**config.mk**
```make
export PLATFORM = sky130hd
export DESIGN_NAME = trig_to_midi_notes_unit
export DESIGN_NICKNAME = d
export VERILOG_FILES = /design/src/hdl/tmn_pkg.sv /design/src/hdl/trig_to_midi_notes_unit.sv /design/src/hdl/tmn_seq.sv
export SDC_FILE = /design/constraint.sdc
export NUM_CORES = 1
export LEC_CHECK = 0
export BUFFER_PORTS_ARGS = -buffer_cell sky130_fd_sc_hd__buf_2
export CAP_MARGIN = 20
export CORE_UTILIZATION = 60
export CTS_CLUSTER_DIAMETER = 100
export DETAILED_ROUTE_END_ITERATION = 12
export PLACE_DENSITY = 0.8
export SYNTH_ARGS = -nofsm -noshare
export SYNTH_HDL_FRONTEND = slang
export SYNTH_SLANG_ARGS = --single-unit
```
**constraint.sdc**
```tcl
create_clock -name clk_i -period 15.4 [get_ports clk_i]
set_input_delay 1.54 -clock clk_i [delete_from_list [all_inputs] [get_ports clk_i]]
set_output_delay 1.54 -clock clk_i [all_outputs]
set_load 0.01 [all_outputs]
```
**src/hdl/tmn_pkg.sv**
```systemverilog
package tmn_pkg;

  // Defaults for the top-level parameters.
  localparam int unsigned STEP_BITS_DEF   = 20;
  localparam int unsigned MAX_RATCHET_DEF = 8;

  // Fixed field widths.
  localparam int unsigned STEP_IN_W = 20;
  localparam int unsigned TICK_W    = 28;
  localparam int unsigned RC_W      = 4;
  localparam int unsigned CFG_W     = 9;

  // Configuration register indexes.
  localparam logic CFG_SWING  = 1'b0;
  localparam logic CFG_TRACKS = 1'b1;

  // One 16th note in 1/256-tick units, and its share per hit for 1..16 hits.
  localparam logic [15:0] STEP_FIX = 16'd61440;
  localparam logic [15:0] SPACING_LUT [17] = '{
    16'd61440, 16'd61440, 16'd30720, 16'd20480, 16'd15360, 16'd12288,
    16'd10240, 16'd8777,  16'd7680,  16'd6826,  16'd6144,  16'd5585,
    16'd5120,  16'd4726,  16'd4388,  16'd4096,  16'd3840
  };

  // Quotient bits of the velocity divide; the quotient never exceeds 127.
  localparam int unsigned DIV_STEPS = 7;

  localparam int unsigned UPC_W = 3;
  typedef logic [UPC_W-1:0] upc_t;

  typedef enum logic [2:0] {
    OP_NOP,
    OP_LATCH,
    OP_BASE,
    OP_TIMING,
    OP_NUM,
    OP_DIV_INIT,
    OP_DIV_STEP,
    OP_EMIT
  } op_e;

  typedef enum logic [2:0] {
    J_WAIT_IN,
    J_NEXT,
    J_JUMP,
    J_DROP,
    J_SINGLE,
    J_DIV_LOOP,
    J_EMIT
  } jmp_e;

  // Program addresses.
  localparam upc_t UA_IDLE     = 3'd0;
  localparam upc_t UA_BASE     = 3'd1;
  localparam upc_t UA_TIMING   = 3'd2;
  localparam upc_t UA_NUM      = 3'd3;
  localparam upc_t UA_DIV_INIT = 3'd4;
  localparam upc_t UA_DIV      = 3'd5;
  localparam upc_t UA_EMIT     = 3'd6;

  typedef struct packed {
    op_e  op;
    jmp_e jmp;
    upc_t target;
  } uword_t;

  typedef struct packed {
    logic in_valid;
    logic out_blocked;
    logic drop;
    logic single;
    logic div_last;
    logic last_hit;
  } seq_stat_t;

  typedef struct packed {
    op_e  op;
    logic fire;
    logic idle;
  } seq_ctl_t;

  // The control store.
  function automatic uword_t ucode(upc_t addr);
    uword_t w;
    case (addr)
      UA_IDLE:     w = '{op: OP_LATCH,    jmp: J_WAIT_IN,  target: UA_IDLE};
      UA_BASE:     w = '{op: OP_BASE,     jmp: J_DROP,     target: UA_IDLE};
      UA_TIMING:   w = '{op: OP_TIMING,   jmp: J_NEXT,     target: UA_IDLE};
      UA_NUM:      w = '{op: OP_NUM,      jmp: J_SINGLE,   target: UA_EMIT};
      UA_DIV_INIT: w = '{op: OP_DIV_INIT, jmp: J_NEXT,     target: UA_IDLE};
      UA_DIV:      w = '{op: OP_DIV_STEP, jmp: J_DIV_LOOP, target: UA_DIV};
      UA_EMIT:     w = '{op: OP_EMIT,     jmp: J_EMIT,     target: UA_NUM};
      default:     w = '{op: OP_NOP,      jmp: J_JUMP,     target: UA_IDLE};
    endcase
    return w;
  endfunction

endpackage

```
**src/hdl/trig_to_midi_notes_unit.sv**
```systemverilog
// An accepted word is latched; base and timing steps prepare its first hit, or a drop ends it.
// Each hit takes the numerator step, plus with R > 1 hits the restoring divide of the velocity
// ramp, before its emit. A new word is taken only after the last hit has been emitted.
// Reset is asynchronous and active low: swing_amount 0, track_count 16, no word pending.
// A finished note waits in the output register while the next hit is computed.
module trig_to_midi_notes_unit import tmn_pkg::*; #(
  parameter int unsigned STEP_BITS   = STEP_BITS_DEF,
  parameter int unsigned MAX_RATCHET = MAX_RATCHET_DEF
) (
  input  logic                 clk_i,
  input  logic                 rst_ni,

  input  logic                 cfg_we_i,
  input  logic                 cfg_index_i,
  input  logic [CFG_W-1:0]     cfg_data_i,

  input  logic                 in_valid_i,
  output logic                 in_ready_o,
  input  logic [STEP_IN_W-1:0] step_index_i,
  input  logic [7:0]           track_number_i,
  input  logic signed [6:0]    micro_shift_i,
  input  logic signed [7:0]    pitch_offset_i,
  input  logic [9:0]           gate_sixteenths_i,
  input  logic [RC_W-1:0]      ratchet_count_i,
  input  logic signed [8:0]    fade_amount_i,
  input  logic [6:0]           hit_velocity_i,

  output logic                 out_valid_o,
  input  logic                 out_ready_i,
  output logic [4:0]           midi_channel_o,
  output logic [6:0]           note_number_o,
  output logic [6:0]           note_velocity_o,
  output logic [TICK_W-1:0]    on_tick_o,
  output logic [TICK_W-1:0]    off_tick_o,
  output logic                 last_hit_o
);

  // Hit counts run 1..MAX_RATCHET. Times are unsigned in 1/256-tick units and
  // wide enough that the 28 tick bits can always be cut out of them.
  localparam int unsigned RT_W   = $clog2(MAX_RATCHET + 1);
  localparam int unsigned TIME_W = (STEP_BITS + 17 > 36) ? STEP_BITS + 17 : 36;

  seq_stat_t stat;
  seq_ctl_t  ctl;

  // Configuration registers.
  logic [8:0] swing_q;
  logic [6:0] tracks_q;

  // Trig fields, captured and partly prepared when the word is taken.
  logic [STEP_BITS-1:0] step_q;
  logic                 drop_q;
  logic [4:0]           chan_q;
  logic [6:0]           note_q;
  logic [5:0]           micro_q;
  logic [21:0]          gate_q;
  logic [RT_W-1:0]      rt_q;
  logic                 fneg_q;
  logic [7:0]           fmag_q;
  logic [6:0]           vel_q;

  // Working registers of the hit loop.
  logic [TIME_W-1:0]    on_q;
  logic [15:0]          spacing_q;
  logic [21:0]          lenoff_q;
  logic [RT_W-1:0]      k_q;
  logic [10:0]          num_q;
  logic [18:0]          rem_q;
  logic [17:0]          dsh_q;
  logic [6:0]           quo_q;
  logic [2:0]           cnt_q;

  // Output register.
  logic                 out_valid_q;
  logic [4:0]           chan_out_q;
  logic [6:0]           note_out_q;
  logic [6:0]           vel_out_q;
  logic [TICK_W-1:0]    on_tick_q;
  logic [TICK_W-1:0]    off_tick_q;
  logic                 last_out_q;

  // Capture-time preparation of the trig fields.
  logic signed [8:0]    note_sum;
  logic [6:0]           note_clamped;
  logic [21:0]          gate_fix;
  logic [RT_W-1:0]      rt_clamped;
  logic [9:0]           fade_ext;
  logic [9:0]           fade_abs;
  logic [7:0]           fade_mag;

  assign note_sum = 9'sd60 + 9'(pitch_offset_i);

  always_comb begin
    if (note_sum[8]) begin
      note_clamped = 7'd0;
    end else if (note_sum[7]) begin
      note_clamped = 7'd127;
    end else begin
      note_clamped = note_sum[6:0];
    end
  end

  // A zero gate means one full 16th; otherwise 15 ticks per unit.
  assign gate_fix = (gate_sixteenths_i == 10'd0) ? 22'(STEP_FIX)
                  : ({gate_sixteenths_i, 12'b0} - {4'b0, gate_sixteenths_i, 8'b0});

  assign rt_clamped = (ratchet_count_i == '0) ? RT_W'(1)
                    : ((32'(ratchet_count_i) > MAX_RATCHET) ? RT_W'(MAX_RATCHET)
                                                             : RT_W'(ratchet_count_i));

  assign fade_ext = {fade_amount_i[8], fade_amount_i};
  assign fade_abs = fade_amount_i[8] ? (~fade_ext + 10'd1) : fade_ext;
  assign fade_mag = (fade_abs > 10'd128) ? 8'd128 : fade_abs[7:0];

  // Loop arithmetic. The ramp runs over D = R - 1 intervals and never
  // exceeds 14 of them, so D and k fit the ratchet field width.
  logic [RC_W-1:0]      d_w;
  logic [RC_W-1:0]      k_w;
  logic [RC_W-1:0]      mfac;
  logic [11:0]          fade_prod;
  logic [17:0]          vel_prod;
  logic [TIME_W-1:0]    step_fix;
  logic [15:0]          swing_fix;
  logic [16:0]          micro_fix;
  logic [21:0]          len_min;
  logic [21:0]          len_sel;
  logic                 div_ge;
  logic [TIME_W:0]      on_round;
  logic [TIME_W:0]      off_round;
  logic                 single;
  logic                 last_hit;

  assign d_w  = RC_W'(rt_q - RT_W'(1));
  assign k_w  = RC_W'(k_q);
  assign mfac = fneg_q ? k_w : (d_w - k_w);

  // A swell starts low and rises to the base velocity; a fade starts there
  // and falls. Either way the numerator stays within 0..128*D.
  assign fade_prod = fmag_q * mfac;
  assign vel_prod  = vel_q * num_q;

  assign step_fix  = TIME_W'({step_q, 16'b0}) - TIME_W'({step_q, 12'b0});
  assign swing_fix = {swing_q, 7'b0} - {4'b0, swing_q, 3'b0};
  assign micro_fix = {1'b0, micro_q, 10'b0} + {3'b0, micro_q, 8'b0};

  assign single   = (rt_q == RT_W'(1));
  assign last_hit = (k_q == rt_q - RT_W'(1));

  assign len_min = (gate_q < 22'(spacing_q)) ? gate_q : 22'(spacing_q);
  assign len_sel = single ? gate_q : len_min;

  assign div_ge = (rem_q >= {1'b0, dsh_q});

  // Round half up to whole ticks; the tick count wraps at 28 bits.
  assign on_round  = {1'b0, on_q} + (TIME_W + 1)'(128);
  assign off_round = {1'b0, on_q} + (TIME_W + 1)'(lenoff_q) + (TIME_W + 1)'(128);

  // Status toward the sequencer.
  always_comb begin
    stat.in_valid    = in_valid_i;
    stat.out_blocked = out_valid_q && !out_ready_i;
    stat.drop        = drop_q;
    stat.single      = single;
    stat.div_last    = (cnt_q == 3'(DIV_STEPS - 1));
    stat.last_hit    = last_hit;
  end

  tmn_seq u_seq (
    .clk_i  (clk_i),
    .rst_ni (rst_ni),
    .stat_i (stat),
    .ctl_o  (ctl)
  );

  assign in_ready_o = ctl.idle;

  // Configuration writes.
  always_ff @(posedge clk_i or negedge rst_ni) begin
    if (!rst_ni) begin
      swing_q  <= 9'd0;
      tracks_q <= 7'd16;
    end else if (cfg_we_i) begin
      case (cfg_index_i)
        CFG_SWING:  swing_q  <= cfg_data_i;
        CFG_TRACKS: tracks_q <= cfg_data_i[6:0];
        default: ;
      endcase
    end
  end

  // Datapath. Each program step fires one operation.
  always_ff @(posedge clk_i) begin
    if (ctl.fire) begin
      case (ctl.op)
        OP_LATCH: begin
          step_q  <= STEP_BITS'(step_index_i);
          drop_q  <= (track_number_i >= {1'b0, tracks_q});
          chan_q  <= {1'b0, track_number_i[3:0]} + 5'd1;
          note_q  <= note_clamped;
          // Only a late micro shift moves the note.
          micro_q <= micro_shift_i[6] ? 6'd0 : micro_shift_i[5:0];
          gate_q  <= gate_fix;
          rt_q    <= rt_clamped;
          fneg_q  <= fade_amount_i[8];
          fmag_q  <= fade_mag;
          vel_q   <= hit_velocity_i;
        end
        OP_BASE: begin
          // Odd steps are pulled earlier by swing. The largest swing still
          // leaves an odd step above zero, so the start never goes negative.
          on_q      <= step_q[0] ? (step_fix - TIME_W'(swing_fix)) : step_fix;
          spacing_q <= SPACING_LUT[5'(rt_q)];
          k_q       <= '0;
        end
        OP_TIMING: begin
          on_q     <= on_q + TIME_W'(micro_fix);
          lenoff_q <= (len_sel < 22'd256) ? 22'd256 : len_sel;
        end
        OP_NUM: begin
          num_q <= {d_w, 7'b0} - 11'(fade_prod);
          quo_q <= vel_q;
        end
        OP_DIV_INIT: begin
          // Velocity is (2*v*num + 128*D) / (256*D), rounded half up.
          rem_q <= {vel_prod, 1'b0} + 19'({d_w, 7'b0});
          dsh_q <= {d_w, 14'b0};
          quo_q <= 7'd0;
          cnt_q <= 3'd0;
        end
        OP_DIV_STEP: begin
          if (div_ge) rem_q <= rem_q - {1'b0, dsh_q};
          quo_q <= {quo_q[5:0], div_ge};
          dsh_q <= {1'b0, dsh_q[17:1]};
          cnt_q <= cnt_q + 3'd1;
        end
        OP_EMIT: begin
          chan_out_q <= chan_q;
          note_out_q <= note_q;
          vel_out_q  <= (quo_q == 7'd0) ? 7'd1 : quo_q;
          on_tick_q  <= on_round[TICK_W+7:8];
          off_tick_q <= off_round[TICK_W+7:8];
          last_out_q <= last_hit;
          on_q       <= on_q + TIME_W'(spacing_q);
          k_q        <= k_q + RT_W'(1);
        end
        default: ;
      endcase
    end
  end

  // The output word stays until it is taken; a new one may load in the same
  // cycle the old one leaves.
  always_ff @(posedge clk_i or negedge rst_ni) begin
    if (!rst_ni) begin
      out_valid_q <= 1'b0;
    end else if (ctl.fire && ctl.op == OP_EMIT) begin
      out_valid_q <= 1'b1;
    end else if (out_ready_i) begin
      out_valid_q <= 1'b0;
    end
  end

  assign out_valid_o     = out_valid_q;
  assign midi_channel_o  = chan_out_q;
  assign note_number_o   = note_out_q;
  assign note_velocity_o = vel_out_q;
  assign on_tick_o       = on_tick_q;
  assign off_tick_o      = off_tick_q;
  assign last_hit_o      = last_out_q;

endmodule

```
**src/hdl/tmn_seq.sv**
```systemverilog
module tmn_seq import tmn_pkg::*; (
  input  logic      clk_i,
  input  logic      rst_ni,
  input  seq_stat_t stat_i,
  output seq_ctl_t  ctl_o
);

  upc_t   upc_q, upc_d;
  uword_t uw;

  assign uw = ucode(upc_q);

  always_comb begin : next_upc
    upc_d = upc_q + upc_t'(1);
    case (uw.jmp)
      J_WAIT_IN: begin
        if (!stat_i.in_valid) upc_d = upc_q;
      end
      J_NEXT: begin
        upc_d = upc_q + upc_t'(1);
      end
      J_JUMP: begin
        upc_d = uw.target;
      end
      J_DROP: begin
        if (stat_i.drop) upc_d = uw.target;
      end
      J_SINGLE: begin
        if (stat_i.single) upc_d = uw.target;
      end
      J_DIV_LOOP: begin
        if (!stat_i.div_last) upc_d = uw.target;
      end
      J_EMIT: begin
        if (stat_i.out_blocked) begin
          upc_d = upc_q;
        end else if (stat_i.last_hit) begin
          upc_d = UA_IDLE;
        end else begin
          upc_d = uw.target;
        end
      end
      default: begin
        upc_d = UA_IDLE;
      end
    endcase
  end

  always_comb begin : ctl_out
    ctl_o.op   = uw.op;
    ctl_o.idle = (upc_q == UA_IDLE);
    case (uw.jmp)
      J_WAIT_IN: ctl_o.fire = stat_i.in_valid;
      J_EMIT:    ctl_o.fire = !stat_i.out_blocked;
      default:   ctl_o.fire = 1'b1;
    endcase
  end

  always_ff @(posedge clk_i or negedge rst_ni) begin
    if (!rst_ni) begin
      upc_q <= UA_IDLE;
    end else begin
      upc_q <= upc_d;
    end
  end

endmodule

```
== Yosys cells after proc, flatten, opt, wreduce, memory -nomap -nowiden ==
Memories as Yosys holds them, arrays and structs flattened. A register that Yosys moved wholly into a read port is not among the register bits.
Index checks and enable logic that the tools add are counted.
Word-level totals
  register bits after elaboration: 298
  bits in read-only memories: 512
  bits of input ports: 88
  output and inout port bits: 78
  memories: 1
Memories
  (name not given): depth 32, bits a word 16, rd ports 1, clocked after Yosys merged registers in 1, write ports 0, RTL line trig_to_midi_notes_unit.sv:212  | spacing_q <= SPACING_LUT[5'(rt_q)];
Cells by class
  add/subtract/negate cells: 21
  multipliers: 2
  magnitude comparators: 6
  equal/unequal tests: 25
  multiplexer cells: 25
  bitwise gates (word level): 3
  reductions and logical operators: 28
Operators by type and width (number)
  37-bit case mux with 3 select lines: 1
  36-bit by 8-bit adder with 36-bit output (second input constant): 2
  9-bit case mux with 7 select lines: 1
  22-bit two-way mux: 2
  19-bit case mux with 2 select lines: 1
  37-bit by 16-bit adder with 37-bit output: 1
  37-bit by 17-bit adder with 37-bit output: 1
  37-bit two-way mux: 1
  36-bit by 32-bit subtractor with 37-bit output: 1
  37-bit by 16-bit subtractor with 37-bit output: 1
  36-bit by 22-bit adder with 36-bit output: 1
  18-bit case mux with 2 select lines: 1
  3-bit == test (second input constant): 11
  2-bit AND reduction: 12
  22-bit by 16-bit less-than comparator with 1-bit output: 1
  22-bit by 9-bit less-than comparator with 1-bit output (second input constant): 1
  22-bit by 18-bit subtractor with 22-bit output: 1
  3-bit case mux with 7 select lines: 1
  7-bit case mux with 3 select lines: 1
  19-bit by 11-bit adder with 19-bit output: 1
  19-bit by 18-bit greater-or-equal comparator with 1-bit output: 1
  19-bit two-way mux: 1
  19-bit by 18-bit subtractor with 19-bit output: 1
  3-bit by 2-bit == test with 1-bit output (second input constant): 6
  40 further kinds: 58

== Depth between registers and ports, before layout ==
  word-level depth: 6
  mapped depth: 26
  gate-level depth less buffers: 26

== Modules after synthesis ==
Synthesis repeated with hierarchy kept, for this count alone.
Second synthesis, totals
  cells, all modules: 2262
  area total of the unflattened synthesis: 23005.8 um^2
Modules (own cells, without submodules)
  trig_to_midi_notes_unit: times used 1, cells an instance 2193, area each 22432.8 um^2, sequential area each 8984.9 um^2
  tmn_seq: times used 1, cells an instance 69, area each 573.0 um^2, sequential area each 75.1 um^2

== Worst setup path after synthesis ==
OpenSTA, ideal clock, no wires.
  kind: reg-to-reg
  start: register u_seq.upc_q[0]
  end: register chan_q[0], enable pin
  data arrival time: 7.170 ns
  required time: 14.791 ns
  slack: 7.621 ns
  cell stages (with the launch flop): 8
  path buffers: 0
  clock period less this slack: 7.779 ns
  path through: dfrtp_1 inv_1 ha_1 or3_1 o21ai_0 or3_1 a21oi_1 nor3b_1
Between the ends
  longest elaborated chain between the ends: 5
  elaborated cells on any way between the ends: 13
  those cells by class: eq/ne (8); mux (2); reduce/logical (3)
RTL lines
  from (decl): RTL line tmn_seq.sv:8  | upc_t upc_q, upc_d;
  from (signal assigned): RTL line tmn_seq.sv:63  | upc_q <= upc_d;
  3-bit == test, or another cell as far along: RTL line tmn_pkg.sv:85  | case (addr)
  9-bit case mux with 7 select lines *: RTL line tmn_pkg.sv:85
  3-bit == test or 3-bit zero test (tied branches): RTL line tmn_seq.sv:52  | case (uw.jmp)
  1-bit case mux with 2 select lines: RTL line tmn_seq.sv:52
  2-bit AND reduction (no line) *
  to (signal assigned): RTL line trig_to_midi_notes_unit.sv:198  | chan_q <= {1'b0, track_number_i[3:0]} + 5'd1;
  to (decl): RTL line trig_to_midi_notes_unit.sv:53  | logic [4:0] chan_q;
Mark *: on every way between the ends. The rest lies on a longest branch, timed or not.
A chain may end at the register's enable or synchronous reset.

== Final worst setup path ==
  start: register vel_q[3]
  end: register rem_q[15], data pin
Between the ends
  longest elaborated chain between the ends: 3
RTL lines
  from (decl): RTL line trig_to_midi_notes_unit.sv:60  | logic [6:0] vel_q;
  from (signal assigned): RTL line trig_to_midi_notes_unit.sv:206  | vel_q <= hit_velocity_i;
  7-bit by 11-bit multiplier with 18-bit output: RTL line trig_to_midi_notes_unit.sv:140  | assign vel_prod = vel_q * num_q;
  19-bit by 11-bit adder with 19-bit output: RTL line trig_to_midi_notes_unit.sv:225  | rem_q <= {vel_prod, 1'b0} + 19'({d_w, 7'b0});
  19-bit case mux with 2 select lines: RTL line trig_to_midi_notes_unit.sv:194  | case (ctl.op)
  to (signal assigned): RTL line trig_to_midi_notes_unit.sv:225
  to (signal assigned): RTL line trig_to_midi_notes_unit.sv:231  | if (div_ge) rem_q <= rem_q - {1'b0, dsh_q};
  to (decl): RTL line trig_to_midi_notes_unit.sv:68  | logic [18:0] rem_q;
Every way passes these cells.

==> run_results.csv <==
group,metric,value,unit
global_route,grt_overflow,0,
synth,synthAdderAreaFrac,17.9,%
synth,ys.warnings.count,0,
synth,synth_mux_area_share,1.54,%
routing,drt-pass1-iter-count,5,
final_layout,nNetsFinal,2771,
placement,io_buffers,165,
global_route,grt.total_usage,27.8,%
synth,async_flop_share,6.56,%
die,num_rows,71,
synth,synth_compound_area_share,13.0,%
die,fp.dieH,197,µm
cts,clock_path_buffers,3,
timing,tightest_slew,1.01,ns
setup_path,cp_num_cells,22,
synth,synth.cell_area,22800,µm²
timing,finalHoldViolations,0,
routing,drt_iter0_drc,1398,
setup_path,path_cells,"and2_1 -> fa_1 -> inv_1 -> fa_1 -> inv_1 -> fa_1 -> inv_1 -> fa_1 -> inv_1 -> ha_1 -> and3_1 -> a2111oi_0 -> xnor2_1 -> ha_1 -> nor2b_1 -> o21ai_0 -> nand2b_1 -> and2_1 -> nand4_1 -> xnor2_1 -> nand2_1 -> o21ai_0",
placement,dp_hpwl,40600,µm
die,coreArea,37600,µm²
synth,synth_xor_area_share,7.49,%
synth,synth_edf_count,285,
die,die-area,38800,µm²
timing,worst_clock_skew,0.0187,ns
timing,slew_headroom,32.3,%
setup_path,slowest_delay,0.62,ns
final_layout,final_common_cell,"edfxtp_1",
global_route,antenna_found_initial,0,
final_layout,syn_to_final_growth,11.1,%
setup_path,worstSetupPathType,"register to register",
min_path,hp-class,"register to register",
routing,wirelength,53000,µm
cts,ctsHoldBuffers,0,
min_path,hold_start,"chan_q[1]$_DFFE_PP_",
synth,ys_seq_area_share,39.7,%
timing,drv_slew,0,
final_layout,antenna_cells,0,
routing,wl_per_cell,18.1,µm
synth,synth.avg_cell_area,10.2,µm²
setup_path,cp_max_fo,12,
cts,post-cts-setup-buffers,0,
setup_path,r2r-start,"vel_q[3]$_DFFE_PP_",
setup_path,crit_path_end_kind,"register",
timing,max_freq,168,MHz
global_route,grt_pass1_wl,86700,µm
min_path,holdPathStages,0,
setup_path,timing.rr.end,"rem_q[15]$_DFFE_PP_",
cts,cts_buffers,36,
synth,synth_top_family_by_area,"adder cells",
die,chipWidth,197,µm
timing,min_period,5.94,ns
cts,cts_tree,"done",
cts,cts-htree-levels,2,
cts,cts.clk_slew.worst_paths,0.06,ns
min_path,min_to,"midi_channel_o[1]$_DFFE_PP_",
die,ioPinCount,166,
timing,setup-violations-final,0,
setup_path,r2r_cells,22,
cts,insertion_delay,0.54,ns
synth,ys.flop_type,"edfxtp_1",
synth,synth_nets,2619,
cts,cts-root-buf,"clkbuf_16",
setup_path,crit_buf_inv,4,
routing,via_per_inst,5.89,
setup_path,slowest_stage,"a2111oi_0",
final_layout,post-route-util,67.4,%
synth,synth_simple_gate_area_share,15.9,%
outcome,outcome,"complete, no violations",
timing,whs,0.414,ns
setup_path,start_kind,"register",
setup_path,crit_family,"adder cells",
final_layout,drive_above_1_share,11.5,%
timing,finalCritPeriodShare,38.6,%
synth,syn_inst,2245,
global_route,first_global_vias,17200,
setup_path,arrival,6.20,ns
final_layout,final_cell_mix,"edfxtp_1, ha_1, inv_1",
routing,ant_nets,0,
setup_path,reg2reg_slack,9.46,ns
cts,cts.repair.resized,0,
synth,ys_ff_latch,305,
die,initial_core_util,60.7,%
cts,cts_sinks,305,
setup_path,required,15.66,ns
flow_run,max-cap-violations,0,
global_route,grt_max_degree,57,
routing,vias,17300,
synth,ys_types,84,
routing,route.detailed.drc,0,
timing,setup_tns,0,ns
timing,rsz0062_at_grt,"no",
placement,place.gp.congestion,0.917,
-- how the worst max path moves through the flow --
stage	endpoint	startpoint
after global routing	rem_q[15]$_DFFE_PP_	vel_q[3]$_DFFE_PP_
after floorplan	chan_q[0]$_DFFE_PP_	u_seq.upc_q[0]$_DFFE_PN0P_
after CTS	rem_q[15]$_DFFE_PP_	vel_q[3]$_DFFE_PP_
after global placement	rem_q[15]$_DFFE_PP_	vel_q[3]$_DFFE_PP_
after detailed placement	rem_q[15]$_DFFE_PP_	vel_q[3]$_DFFE_PP_
final	rem_q[15]$_DFFE_PP_	vel_q[3]$_DFFE_PP_
-- kinds of logic after synthesis --
kind of cell | after synthesis
buffers and inverters | 264
muxes | 33
DFF | 305
xor gates and xnor gates | 195
AOI/OAI and AO/OA | 457
adders and majority gates | 286
and+or+nand+nor | 705
-- synth_stat cells, drive strengths merged (7+ instances only) --
master	instances	area share, %
edfxtp	285	38
ha	218	12
inv	198	3.3
nor2	160	2.6
nand2	152	2.5
a21oi	129	2.8
xnor2	124	4.8
o21ai	98	2.2
and2	84	2.3
xor2	71	2.7
fa	68	6.0
nor2b	56	1.5
clkbuf	54	0.89
nor3	49	1.1
and3	48	1.3
a21o	46	1.5
nand3	43	0.94
nand2b	24	0.66
o21a	23	0.76
a31oi	20	0.55
dfrtp	19	2.1
a211oi	18	0.65
mux2	17	0.84
or3	17	0.47
mux2i	16	0.70
nand4	15	0.41
o31ai	15	0.52
nor4	13	0.42
buf	12	0.22
o22ai	12	0.33
a22o	11	0.42
o211ai	11	0.38
o21bai	11	0.36
and4	9	0.36
a211o	7	0.27
-- registers in the layout, summed over array words and instances, names as in the netlist, 8 cells and up --
register / flops
gate_q: 14
off_tick_o: 28
num_q: 11
swing_q: 9
rem_q: 19
on_tick_o: 28
spacing_q: 16
step_q: 20
dsh_q: 18
fmag_q: 8
on_q: 36
lenoff_q: 22
-- cell type report --
type | count | area, µm²
Inverter | 198 | 743
Multi-Input combinational cell | 1676 | 12800
Tap cell | 511 | 639
Fill cell | 2888 | 12200
Clock buffer | 43 | 948
Clock inverter | 20 | 191
Timing Repair Buffer | 180 | 956
Sequential cell | 305 | 9060
-- layer usage --
layer  GRT usage, %  vias up  part of all wire, %
li1               -     8333                    -
met1           37.2     8301                   44
met2           46.5      547                   48
met3           4.28       92                  5.4
met4           9.10        0                  2.9
met5              0        -                    0
-- through the flow --
stage / instance area [µm²] / instances / worst slack (ns)
floorplan: 22800 / 2245 / 7.62
global placement: 24200 / 2866 / 9.61
CTS: 25300 / 2931 / 9.46
detailed placement: 24200 / 2868 / 9.47
global route: 25300 / 2933 / 9.03
finish: 25300 / 2933 / 9.46
Power is left out: the tool's default activity adds up to more than one toggle a clock period on the data nets, which glitch-free logic cannot reach.
